### config.mk
export PLATFORM = sky130hd
export DESIGN_NAME = ata_pio_host_sequencer
export DESIGN_NICKNAME = d
export VERILOG_FILES = /design/src/rtl/ata_ps_pkg.sv /design/src/rtl/ata_ps_step.sv /design/src/rtl/ata_ps_out.sv /design/src/rtl/ata_pio_host_sequencer.sv
export SDC_FILE = /design/constraint.sdc
export NUM_CORES = 1
export LEC_CHECK = 0
export CORE_UTILIZATION = 25
export DETAILED_ROUTE_END_ITERATION = 8
export DONT_BUFFER_PORTS = 1
export GPL_ROUTABILITY_DRIVEN = 0
export GPL_TIMING_DRIVEN = 1
export HOLD_SLACK_MARGIN = 0.06
export PLACE_DENSITY_LB_ADDON = 0.2
export SLEW_MARGIN = 20
export SYNTH_ARGS = -nofsm -noshare
export SYNTH_HDL_FRONTEND = slang
export SYNTH_SLANG_ARGS = --single-unit
### constraint.sdc
create_clock -name clk -period 5.45 [get_ports clk]
set_input_delay 0.2725 -clock clk [delete_from_list [all_inputs] [get_ports clk]]
set_output_delay 0.2725 -clock clk [all_outputs]
set_load 0.02 [all_outputs]
### src/rtl/ata_ps_pkg.sv
// ----------------------------------------------------------------------------
// ata_ps_pkg: shared types and constants of the ATA PIO host sequencer
// Opcode and result kind codes, drive register codes, status bits,
// command bytes, the phase type and the result burst type.
// ----------------------------------------------------------------------------
package ata_ps_pkg;

	// input opcodes
	localparam logic [2:0] OP_IDENTIFY  = 3'd0;
	localparam logic [2:0] OP_READ      = 3'd1;
	localparam logic [2:0] OP_WRITE     = 3'd2;
	localparam logic [2:0] OP_BUS_RET   = 3'd3;
	localparam logic [2:0] OP_HOST_WORD = 3'd4;

	// result kinds
	localparam logic [2:0] K_BUS_RD  = 3'd0;
	localparam logic [2:0] K_BUS_WR  = 3'd1;
	localparam logic [2:0] K_TO_HOST = 3'd2;
	localparam logic [2:0] K_WANT    = 3'd3;
	localparam logic [2:0] K_ID_DONE = 3'd4;
	localparam logic [2:0] K_WR_DONE = 3'd5;

	// drive register codes
	localparam logic [4:0] REG_DATA    = 5'h02;
	localparam logic [4:0] REG_SECTORS = 5'h0A;
	localparam logic [4:0] REG_LBA0    = 5'h0E;
	localparam logic [4:0] REG_LBA1    = 5'h12;
	localparam logic [4:0] REG_LBA2    = 5'h16;
	localparam logic [4:0] REG_LBA3    = 5'h1A;
	localparam logic [4:0] REG_CMD     = 5'h1E;

	// status register bits
	localparam int ST_DRQ_BIT  = 3;
	localparam int ST_DRDY_BIT = 6;
	localparam int ST_BSY_BIT  = 7;

	// device select and command bytes
	localparam logic [7:0] DEV_SEL_CHS  = 8'hA0;
	localparam logic [7:0] DEV_SEL_LBA  = 8'hE0;
	localparam logic [7:0] CMD_READ     = 8'h20;
	localparam logic [7:0] CMD_WRITE    = 8'h30;
	localparam logic [7:0] CMD_IDENTIFY = 8'hEC;
	localparam logic [7:0] SECTOR_ONE   = 8'h01;

	// identify words of interest
	localparam logic [8:0] ID_WORD_CAPS    = 9'd49;
	localparam logic [8:0] ID_WORD_SECT_LO = 9'd60;
	localparam logic [8:0] ID_WORD_SECT_HI = 9'd61;
	localparam int         ID_LBA_BIT      = 9;

	typedef enum logic [9:0] {
		PH_IDLE    = 10'b00_0000_0001,
		PH_ID_DRDY = 10'b00_0000_0010,
		PH_ID_BSY  = 10'b00_0000_0100,
		PH_ID_DRQ  = 10'b00_0000_1000,
		PH_ID_DATA = 10'b00_0001_0000,
		PH_RW_BSY  = 10'b00_0010_0000,
		PH_RW_DRQ  = 10'b00_0100_0000,
		PH_RW_BSY2 = 10'b00_1000_0000,
		PH_RD_DATA = 10'b01_0000_0000,
		PH_WR_DATA = 10'b10_0000_0000
	} phase_t;

	localparam int BURST_MAX = 7;
	localparam int CNT_W     = $clog2(BURST_MAX + 1);
	localparam int IDX_W     = $clog2(BURST_MAX);

	typedef struct packed {
		logic [2:0]  kind;
		logic [4:0]  addr;
		logic [15:0] data;
		logic        last;
	} res_entry_t;

	typedef struct packed {
		res_entry_t [BURST_MAX-1:0] ent;
		logic [CNT_W-1:0]           count;
		logic                       lba_sup;
		logic [31:0]                sectors;
	} burst_t;

	function automatic res_entry_t mk_res(input logic [2:0] kind, input logic [4:0] addr,
		input logic [15:0] data, input logic last);
		res_entry_t r;
		r.kind = kind;
		r.addr = addr;
		r.data = data;
		r.last = last;
		return r;
	endfunction

endpackage

### src/rtl/ata_ps_step.sv
// ----------------------------------------------------------------------------
// ata_ps_step: sequencer state and per-item result burst
// Holds the transfer state and, for the item presented, works out the next
// state and the list of results that the item causes.
// ----------------------------------------------------------------------------
module ata_ps_step import ata_ps_pkg::*; #(
	parameter int BLOCK_WORDS    = 256,
	parameter int IDENTIFY_WORDS = 62
) (
	input  logic        clk,
	input  logic        arst_n,
	input  logic        fire,
	input  logic [2:0]  opcode,
	input  logic [27:0] lba,
	input  logic [15:0] bus_word,
	input  logic [15:0] host_word,
	output burst_t      burst
);

	phase_t      phase_q, phase_d;
	logic [1:0]  operation_q, operation_d;
	logic [8:0]  word_index_q, word_index_d;
	logic [27:0] block_address_q, block_address_d;
	logic        lba_flag_q, lba_flag_d;
	logic [31:0] sector_total_q, sector_total_d;
	logic [8:0]  idx_inc;

	assign idx_inc = word_index_q + 9'd1;

	always_comb begin
		phase_d         = phase_q;
		operation_d     = operation_q;
		word_index_d    = word_index_q;
		block_address_d = block_address_q;
		lba_flag_d      = lba_flag_q;
		sector_total_d  = sector_total_q;
		burst           = '0;
		case (opcode)
			OP_IDENTIFY: begin
				if (phase_q == PH_IDLE) begin
					operation_d  = 2'd0;
					burst.ent[0] = mk_res(K_BUS_WR, REG_LBA3, {8'h00, DEV_SEL_CHS}, 1'b0);
					burst.ent[1] = mk_res(K_BUS_RD, REG_CMD, 16'h0000, 1'b0);
					burst.count  = CNT_W'(2);
					phase_d      = PH_ID_DRDY;
				end
			end
			OP_READ, OP_WRITE: begin
				if (phase_q == PH_IDLE) begin
					operation_d     = opcode[1:0];
					block_address_d = lba;
					burst.ent[0]    = mk_res(K_BUS_RD, REG_CMD, 16'h0000, 1'b0);
					burst.count     = CNT_W'(1);
					phase_d         = PH_RW_BSY;
				end
			end
			OP_BUS_RET: begin
				// default: one more status poll
				burst.ent[0] = mk_res(K_BUS_RD, REG_CMD, 16'h0000, 1'b0);
				burst.count  = CNT_W'(1);
				case (phase_q)
					PH_ID_DRDY: begin
						if (bus_word[ST_DRDY_BIT])
							phase_d = PH_ID_BSY;
					end
					PH_ID_BSY: begin
						if (!bus_word[ST_BSY_BIT]) begin
							burst.ent[0] = mk_res(K_BUS_WR, REG_CMD, {8'h00, CMD_IDENTIFY},
								1'b0);
							burst.ent[1] = mk_res(K_BUS_RD, REG_CMD, 16'h0000, 1'b0);
							burst.count  = CNT_W'(2);
							phase_d      = PH_ID_DRQ;
						end
					end
					PH_ID_DRQ: begin
						if (bus_word[ST_DRQ_BIT]) begin
							word_index_d = '0;
							burst.ent[0] = mk_res(K_BUS_RD, REG_DATA, 16'h0000, 1'b0);
							phase_d      = PH_ID_DATA;
						end
					end
					PH_ID_DATA: begin
						if (word_index_q == ID_WORD_CAPS)
							lba_flag_d = bus_word[ID_LBA_BIT];
						else if (word_index_q == ID_WORD_SECT_LO)
							sector_total_d = {sector_total_q[31:16], bus_word};
						else if (word_index_q == ID_WORD_SECT_HI)
							sector_total_d = {bus_word, sector_total_q[15:0]};
						if (idx_inc < 9'(IDENTIFY_WORDS) && idx_inc != '0) begin
							word_index_d = idx_inc;
							burst.ent[0] = mk_res(K_BUS_RD, REG_DATA, 16'h0000, 1'b0);
						end else begin
							word_index_d = '0;
							burst.ent[0] = mk_res(K_ID_DONE, 5'h00, 16'h0000, 1'b1);
							phase_d      = PH_IDLE;
						end
					end
					PH_RW_BSY: begin
						if (!bus_word[ST_BSY_BIT]) begin
							burst.ent[0] = mk_res(K_BUS_WR, REG_SECTORS, {8'h00, SECTOR_ONE},
								1'b0);
							burst.ent[1] = mk_res(K_BUS_WR, REG_LBA0,
								{8'h00, block_address_q[7:0]}, 1'b0);
							burst.ent[2] = mk_res(K_BUS_WR, REG_LBA1,
								{8'h00, block_address_q[15:8]}, 1'b0);
							burst.ent[3] = mk_res(K_BUS_WR, REG_LBA2,
								{8'h00, block_address_q[23:16]}, 1'b0);
							burst.ent[4] = mk_res(K_BUS_WR, REG_LBA3,
								{8'h00, DEV_SEL_LBA[7:4], block_address_q[27:24]}, 1'b0);
							burst.ent[5] = mk_res(K_BUS_WR, REG_CMD,
								{8'h00, (operation_q == OP_WRITE[1:0]) ? CMD_WRITE : CMD_READ},
								1'b0);
							burst.ent[6] = mk_res(K_BUS_RD, REG_CMD, 16'h0000, 1'b0);
							burst.count  = CNT_W'(7);
							phase_d      = PH_RW_DRQ;
						end
					end
					PH_RW_DRQ: begin
						if (bus_word[ST_DRQ_BIT])
							phase_d = PH_RW_BSY2;
					end
					PH_RW_BSY2: begin
						if (!bus_word[ST_BSY_BIT]) begin
							word_index_d = '0;
							if (operation_q == OP_WRITE[1:0]) begin
								burst.ent[0] = mk_res(K_WANT, 5'h00, 16'h0000, 1'b0);
								phase_d      = PH_WR_DATA;
							end else begin
								burst.ent[0] = mk_res(K_BUS_RD, REG_DATA, 16'h0000, 1'b0);
								phase_d      = PH_RD_DATA;
							end
						end
					end
					PH_RD_DATA: begin
						if (idx_inc >= 9'(BLOCK_WORDS) || idx_inc == '0) begin
							word_index_d = '0;
							burst.ent[0] = mk_res(K_TO_HOST, 5'h00, bus_word, 1'b1);
							phase_d      = PH_IDLE;
						end else begin
							word_index_d = idx_inc;
							burst.ent[0] = mk_res(K_TO_HOST, 5'h00, bus_word, 1'b0);
							burst.ent[1] = mk_res(K_BUS_RD, REG_DATA, 16'h0000, 1'b0);
							burst.count  = CNT_W'(2);
						end
					end
					default: begin
						// no bus read pending: drop the word
						burst.count = '0;
					end
				endcase
			end
			OP_HOST_WORD: begin
				if (phase_q == PH_WR_DATA) begin
					if (idx_inc >= 9'(BLOCK_WORDS) || idx_inc == '0) begin
						word_index_d = '0;
						burst.ent[0] = mk_res(K_BUS_WR, REG_DATA, host_word, 1'b1);
						burst.ent[1] = mk_res(K_WR_DONE, 5'h00, 16'h0000, 1'b1);
						phase_d      = PH_IDLE;
					end else begin
						word_index_d = idx_inc;
						burst.ent[0] = mk_res(K_BUS_WR, REG_DATA, host_word, 1'b0);
						burst.ent[1] = mk_res(K_WANT, 5'h00, 16'h0000, 1'b0);
					end
					burst.count = CNT_W'(2);
				end
			end
			default: begin
				burst.count = '0;
			end
		endcase
		burst.lba_sup = lba_flag_d;
		burst.sectors = sector_total_d;
	end

	always_ff @(posedge clk or negedge arst_n) begin
		if (!arst_n) begin
			phase_q         <= PH_IDLE;
			operation_q     <= '0;
			word_index_q    <= '0;
			block_address_q <= '0;
			lba_flag_q      <= 1'b0;
			sector_total_q  <= '0;
		end else if (fire) begin
			phase_q         <= phase_d;
			operation_q     <= operation_d;
			word_index_q    <= word_index_d;
			block_address_q <= block_address_d;
			lba_flag_q      <= lba_flag_d;
			sector_total_q  <= sector_total_d;
		end
	end

	a_index_in_data_phase: assert property (@(posedge clk) disable iff (!arst_n)
		(word_index_q != '0) |->
		(phase_q == PH_ID_DATA || phase_q == PH_RD_DATA || phase_q == PH_WR_DATA))
		else $error("word index running outside a data phase");

	a_phase_move_emits: assert property (@(posedge clk) disable iff (!arst_n)
		(fire && phase_d != phase_q) |-> (burst.count != '0))
		else $error("phase advanced without any result");

endmodule

### src/rtl/ata_ps_out.sv
// ----------------------------------------------------------------------------
// ata_ps_out: result burst register and output drain
// Holds one item's results and hands them out one transfer at a time.
// ----------------------------------------------------------------------------
module ata_ps_out import ata_ps_pkg::*; (
	input  logic        clk,
	input  logic        arst_n,
	input  logic        load,
	input  burst_t      burst,
	output logic        free,
	output logic        out_valid,
	input  logic        out_stall,
	output logic [2:0]  kind,
	output logic [4:0]  bus_address,
	output logic [15:0] bus_data,
	output logic [15:0] host_data,
	output logic        lba_supported,
	output logic [31:0] disk_sectors,
	output logic        last
);

	res_entry_t [BURST_MAX-1:0] ent_q;
	logic                       lba_sup_q;
	logic [31:0]                sectors_q;
	logic [CNT_W-1:0]           cnt_q;
	logic [CNT_W-1:0]           idx_q;
	logic [CNT_W-1:0]           idx_inc;
	logic                       pop;
	res_entry_t                 cur;

	assign out_valid = (idx_q != cnt_q);
	assign pop       = out_valid && !out_stall;
	assign idx_inc   = idx_q + CNT_W'(1);
	assign free      = !out_valid || (pop && idx_inc == cnt_q);
	assign cur       = ent_q[idx_q[IDX_W-1:0]];

	assign kind          = cur.kind;
	assign bus_address   = cur.addr;
	assign last          = cur.last;
	assign bus_data      = (cur.kind == K_BUS_WR) ? cur.data : 16'h0000;
	assign host_data     = (cur.kind == K_TO_HOST) ? cur.data : 16'h0000;
	assign lba_supported = (cur.kind == K_ID_DONE) ? lba_sup_q : 1'b0;
	assign disk_sectors  = (cur.kind == K_ID_DONE) ? sectors_q : 32'h0000_0000;

	always_ff @(posedge clk or negedge arst_n) begin
		if (!arst_n) begin
			cnt_q <= '0;
			idx_q <= '0;
		end else if (load) begin
			cnt_q <= burst.count;
			idx_q <= '0;
		end else if (pop) begin
			idx_q <= idx_inc;
		end
	end

	always_ff @(posedge clk) begin
		if (load) begin
			ent_q     <= burst.ent;
			lba_sup_q <= burst.lba_sup;
			sectors_q <= burst.sectors;
		end
	end

	a_idx_bounded: assert property (@(posedge clk) disable iff (!arst_n)
		idx_q <= cnt_q)
		else $error("burst index beyond burst length");

	a_load_shows: assert property (@(posedge clk) disable iff (!arst_n)
		(load && burst.count != '0) |=> out_valid && idx_q == '0)
		else $error("loaded burst not presented");

endmodule

### src/rtl/ata_pio_host_sequencer.sv
// ----------------------------------------------------------------------------
// ata_pio_host_sequencer: ATA PIO single-sector LBA28 host sequencer
// Input register, sequencer step and result burst drain.
// ----------------------------------------------------------------------------
// Each input transfer (identify, read block, write block, a word returned by
// a drive bus read, or a host word to write) is captured in an input
// register; once the burst register is free, the sequencer updates its phase
// and builds the list of results the item causes (up to seven: the register
// setup of a read or write issues six bus writes and a status read). That
// list lands in the burst register and leaves one result per output transfer,
// so an item passes the input register and the burst register on its way
// out. The burst register sets the rate: an item that causes n results holds
// the output for n transfers, so with one result per item and no output stall
// the block takes one item every cycle; an item with no result (ignored
// command, stray word) does not hold up the next. A new item is taken while
// the previous burst drains, and is processed as the last result leaves.
// ----------------------------------------------------------------------------
module ata_pio_host_sequencer import ata_ps_pkg::*; #(
	parameter int BLOCK_BYTES    = 512,
	parameter int IDENTIFY_WORDS = 62
) (
	input  logic        clk,
	input  logic        arst_n,
	// item input channel
	input  logic        in_valid,
	output logic        in_stall,
	input  logic [2:0]  opcode,
	input  logic [27:0] lba,
	input  logic [15:0] bus_word,
	input  logic [15:0] host_word,
	// result output channel
	output logic        out_valid,
	input  logic        out_stall,
	output logic [2:0]  kind,
	output logic [4:0]  bus_address,
	output logic [15:0] bus_data,
	output logic [15:0] host_data,
	output logic        lba_supported,
	output logic [31:0] disk_sectors,
	output logic        last
);

	// words per block; a block is always at least one word
	localparam int BLOCK_WORDS = (BLOCK_BYTES / 2 == 0) ? 1 : BLOCK_BYTES / 2;

	logic        valid_s1;
	logic [2:0]  opcode_s1;
	logic [27:0] lba_s1;
	logic [15:0] bus_word_s1;
	logic [15:0] host_word_s1;
	logic        fire;
	logic        burst_free;
	logic        in_take;
	burst_t      burst;

	// process the held item once the burst register can take its results
	assign fire     = valid_s1 && burst_free;
	assign in_stall = valid_s1 && !fire;
	assign in_take  = in_valid && !in_stall;

	always_ff @(posedge clk or negedge arst_n) begin
		if (!arst_n)
			valid_s1 <= 1'b0;
		else if (in_take)
			valid_s1 <= 1'b1;
		else if (fire)
			valid_s1 <= 1'b0;
	end

	// payload: hold until the next transfer
	always_ff @(posedge clk) begin
		if (in_take) begin
			opcode_s1    <= opcode;
			lba_s1       <= lba;
			bus_word_s1  <= bus_word;
			host_word_s1 <= host_word;
		end
	end

	ata_ps_step #(
		.BLOCK_WORDS    (BLOCK_WORDS),
		.IDENTIFY_WORDS (IDENTIFY_WORDS)
	) u_step (
		.clk       (clk),
		.arst_n    (arst_n),
		.fire      (fire),
		.opcode    (opcode_s1),
		.lba       (lba_s1),
		.bus_word  (bus_word_s1),
		.host_word (host_word_s1),
		.burst     (burst)
	);

	ata_ps_out u_out (
		.clk           (clk),
		.arst_n        (arst_n),
		.load          (fire),
		.burst         (burst),
		.free          (burst_free),
		.out_valid     (out_valid),
		.out_stall     (out_stall),
		.kind          (kind),
		.bus_address   (bus_address),
		.bus_data      (bus_data),
		.host_data     (host_data),
		.lba_supported (lba_supported),
		.disk_sectors  (disk_sectors),
		.last          (last)
	);

	a_stall_only_held: assert property (@(posedge clk) disable iff (!arst_n)
		in_stall |-> (valid_s1 && out_valid))
		else $error("input stalled with nothing pending");

	a_fire_drops_item: assert property (@(posedge clk) disable iff (!arst_n)
		(fire && !in_take) |=> !valid_s1)
		else $error("processed item still held");

endmodule
==> results.toml <==
[synthesis]
synth_top_area_cell = "edfxtp_1"
synthMostInstantiatedCell = "edfxtp_1"
ys_seq_area_share_pct = 62.4
synth_edf_count = 157
yosysUniqueCellTypes = 77
syn_area_per_cell_sq_um = 13.3
synth_area_sq_um = 11100
synth-seq-cells = 246
synth_flop_cell = "edfxtp_1"
synthArstFlopShare_pct = 36.2
syn-num-nets = 910
yosysWarnings = 0
synth_area_leaders = "edfxtp_1, dfrtp_1, mux2_2, and2_1, nor2_1"
synth_common_cells = "edfxtp_1, dfrtp_1, mux2_2"
synth_cells = 839
synth.top_cell.area_share_pct = 42.4

[setup_path]
cp-endpoint = "host_data[13]"
worstPathArrival_ns = 3.92
rr_startpoint = "u_out.idx_q[2]"
critPathMaxStageDelay_ns = 0.69
crit_buf_inv = 2
crit_fanout = 21
critical_path.startpoint_type = "flip-flop"
worstSetupPathDepth = 6
required_ns = 5.18
worst_setup_path_startpoint = "u_out.idx_q[2]"
critPathKind = "flip-flop to output port"
cp-end-kind = "output port"
path_cells = "inv_1 -> nand2_1 -> nor2_1 -> inv_1 -> or3_1 -> nor2_1"
reg2reg_depth = 8
reg2reg_to = "u_step.block_address_q[13]"
rrSetupSlack_ns = 1.72
crit_slowest_cell = "or3_1"
cp_top_family = "simple AND/OR/NAND/NOR gates"

[routing]
viasPerCell = 4.55
drt-initial-drc-count = 448
wirelength_um = 28800
drt_pass1_iterations = 5
vias = 6844
antenna_left = 0
drcViolationCount = 0
wl_per_cell_um = 19.2

[die]
placementRows = 76
core_sq_um = 43500
die_y_um = 213
die_area_sq_um = 45400
start_util_pct = 25.6
ios = 143
die_width_um = 213

[timing]
finalCriticalPeriod_ns = 4.19
finalHoldViolations = 0
relSlewSlack_pct = 36.2
timing.hold.ws_ns = 0.0997
fmax_ghz = 0.238
rsz0062_at_grt = "no"
setup_tns_ns = 0
skew_ns = 0.0196
post-route-period-util_pct = 76.9
maxSlewViolCount = 0
worstMarginPinSlew_ns = 0.958
setup_viol = 0

[global_routing]
grt.overflow.total = 0
grt_max_degree = 90
grt_pass1_vias = 6917
grt_antenna_before_repair = 0
grt_use_total_pct = 12.8
grt_pass1_wl_um = 43700

[cells_and_area]
antenna_cells = 0
seq_area_sq_um = 6940
area_growth_pct = 19.9
multiInputGateArea_sq_um = 3890
nets = 968
fillers = 4423
stdcell_count = 1505
drive_above_1_share_pct = 20.8
postLayoutCellArea_sq_um = 13300

[worst_hold_path]
min_path_cells = 4
hp-class = "input port to flip-flop"

[clock_tree]
cts_buffer_depth = 3
cts_tree = "built"
clock-sinks = 246
cts-buffers-inserted = 29
h-tree-depth = 1
clk_latency_ns = 0.58
path_clk_slew_ns = 0.06
clockRootBuffer = "clkbuf_16"

[pwr]
p_sw_share_pct = 29.6
leakagePower_nw = 5.31
pwr-share-seq_pct = 46.3
total_power_w = 0.00519
comb_power_share_pct = 16.7
ir_worst_vdd_uv = 204
pwr-share-clk_pct = 36.9
p_per_area_nw_per_um2 = 389
p_sw_w = 0.00154
p_int_w = 0.00366

[status]
status = "finished, final reports clean"

[place]
numPortBuffers = 0
hpwl_um = 19500
dpl.cell_count = 1384
dpl_cell_area_sq_um = 11700

[run]
maxCapViolCount = 0
area by class of cell:
class	count	area share, %
clock buffer	44	6.40
clock inverter	10	0.703
inverter	17	0.497
multi-input combinational	526	29.2
sequential	246	52.0
tap	585	5.49
timing repair buffer	77	5.72
logic make-up (layout without fill, tap and decap cells):
kind of cell             after synthesis  count (layout)  synth area share (%)
multiplexers                         104             104                  11.1
AND/OR/NAND/NOR                      276             276                  13.6
flip-flops                           246             246                  62.4
adder cells (fa/ha/maj)                4               4                 0.450
XOR/XNOR                              13              13                  1.16
other                                  1               1                0.0337
buffers and inverters                 67             148                  2.89
AO/OA/AOI/OAI                        128             128                  8.38
stage by stage:
stage | util [%] | setup slack (ns)
after floorplan | - | 1.71
after global placement | 26.9 | 1.77
after detailed placement | 26.9 | 1.66
after CTS | 30.7 | 1.18
after global routing | 30.7 | 1.00
final | 30.7 | 1.26
flip-flops by register name (all words and copies together), names as in the netlist, 2 cells and up:
signal                  cells
bus_word_s1                16
host_word_s1               16
lba_s1                     28
opcode_s1                   3
u_out.cnt_q                 3
u_out.ent_q                61
u_out.idx_q                 3
u_out.sectors_q            32
u_step.block_address_q     28
u_step.operation_q          2
u_step.phase_q             10
u_step.sector_total_q      32
u_step.word_index_q         9
how the worst min path moves through the flow:
stage	startpoint	slack, ns	to
after global placement	arst_n	-0.01	u_step.block_address_q[20]
final	out_stall	0.1	valid_s1
after detailed placement	arst_n	-0.01	u_step.block_address_q[20]
after global routing	out_stall	0.13	valid_s1
after CTS	out_stall	0.07	valid_s1
after floorplan	arst_n	-0.02	u_out.cnt_q[0]
power by group through the flow:
stage	Combinational, W	Clock, W	Sequential [W]
2_1_floorplan	0.000639	0	0.00237
3_3_place_gp	0.000825	0	0.00245
3_5_place_dp	0.000831	0	0.00244
4_1_cts	0.000891	0.00199	0.00241
5_1_grt	0.000959	0.00205	0.00243
6_report	0.000869	0.00192	0.00241
metal layers:
layer	up-vias	track usage (%)	share of wire, %
met5	-	0	0
met2	176	19.8	45
li1	3214	-	-
met3	48	2.69	5.1
met1	3406	17.8	47
met4	0	4.52	3.2
worst register-to-register path, cell delays in order (launching register included):
cell     delay (ns)
dfrtp_1        0.78
xor3_1         0.53
nor4_1         0.35
o21ai_1        0.26
inv_4          0.52
nand3_1        0.28
nor2_2         0.13
buf_4          0.35
mux2_2         0.41
placed cells by master, fill, tap and decap left out, types with 5 or more instances in the layout:
cell / netlist / routed
nand3_1: 10 / 10
clkbuf_1: 31 / 9
or3b_2: 5 / 5
clkinv_2: 0 / 5
and3_1: 8 / 8
clkbuf_16: 0 / 30
edfxtp_1: 157 / 157
mux2_4: 10 / 10
dfrtp_1: 88 / 88
and2_1: 69 / 68
clkbuf_8: 0 / 5
a21oi_1: 25 / 25
o21ai_0: 20 / 20
nor2_1: 67 / 66
a22o_1: 22 / 22
nor4_1: 8 / 8
xor2_1: 7 / 7
a221o_1: 6 / 6
inv_1: 15 / 15
o22ai_1: 10 / 10
or2_2: 6 / 6
buf_4: 2 / 10
xnor2_1: 5 / 5
mux2_2: 87 / 87
nand2b_1: 8 / 8
nand2_1: 46 / 46
dlygate4sd3_1: 0 / 66
a22oi_1: 6 / 6
nor3_1: 17 / 15
timing repair:
item / 4_1_cts / 5_1_grt
gates resized for setup: 0 / 0
hold buffers: 67 / 0
setup buffers: 0 / 0
hold endpoints to repair: 156 / 0
Power figures use the tool's default switching activity.
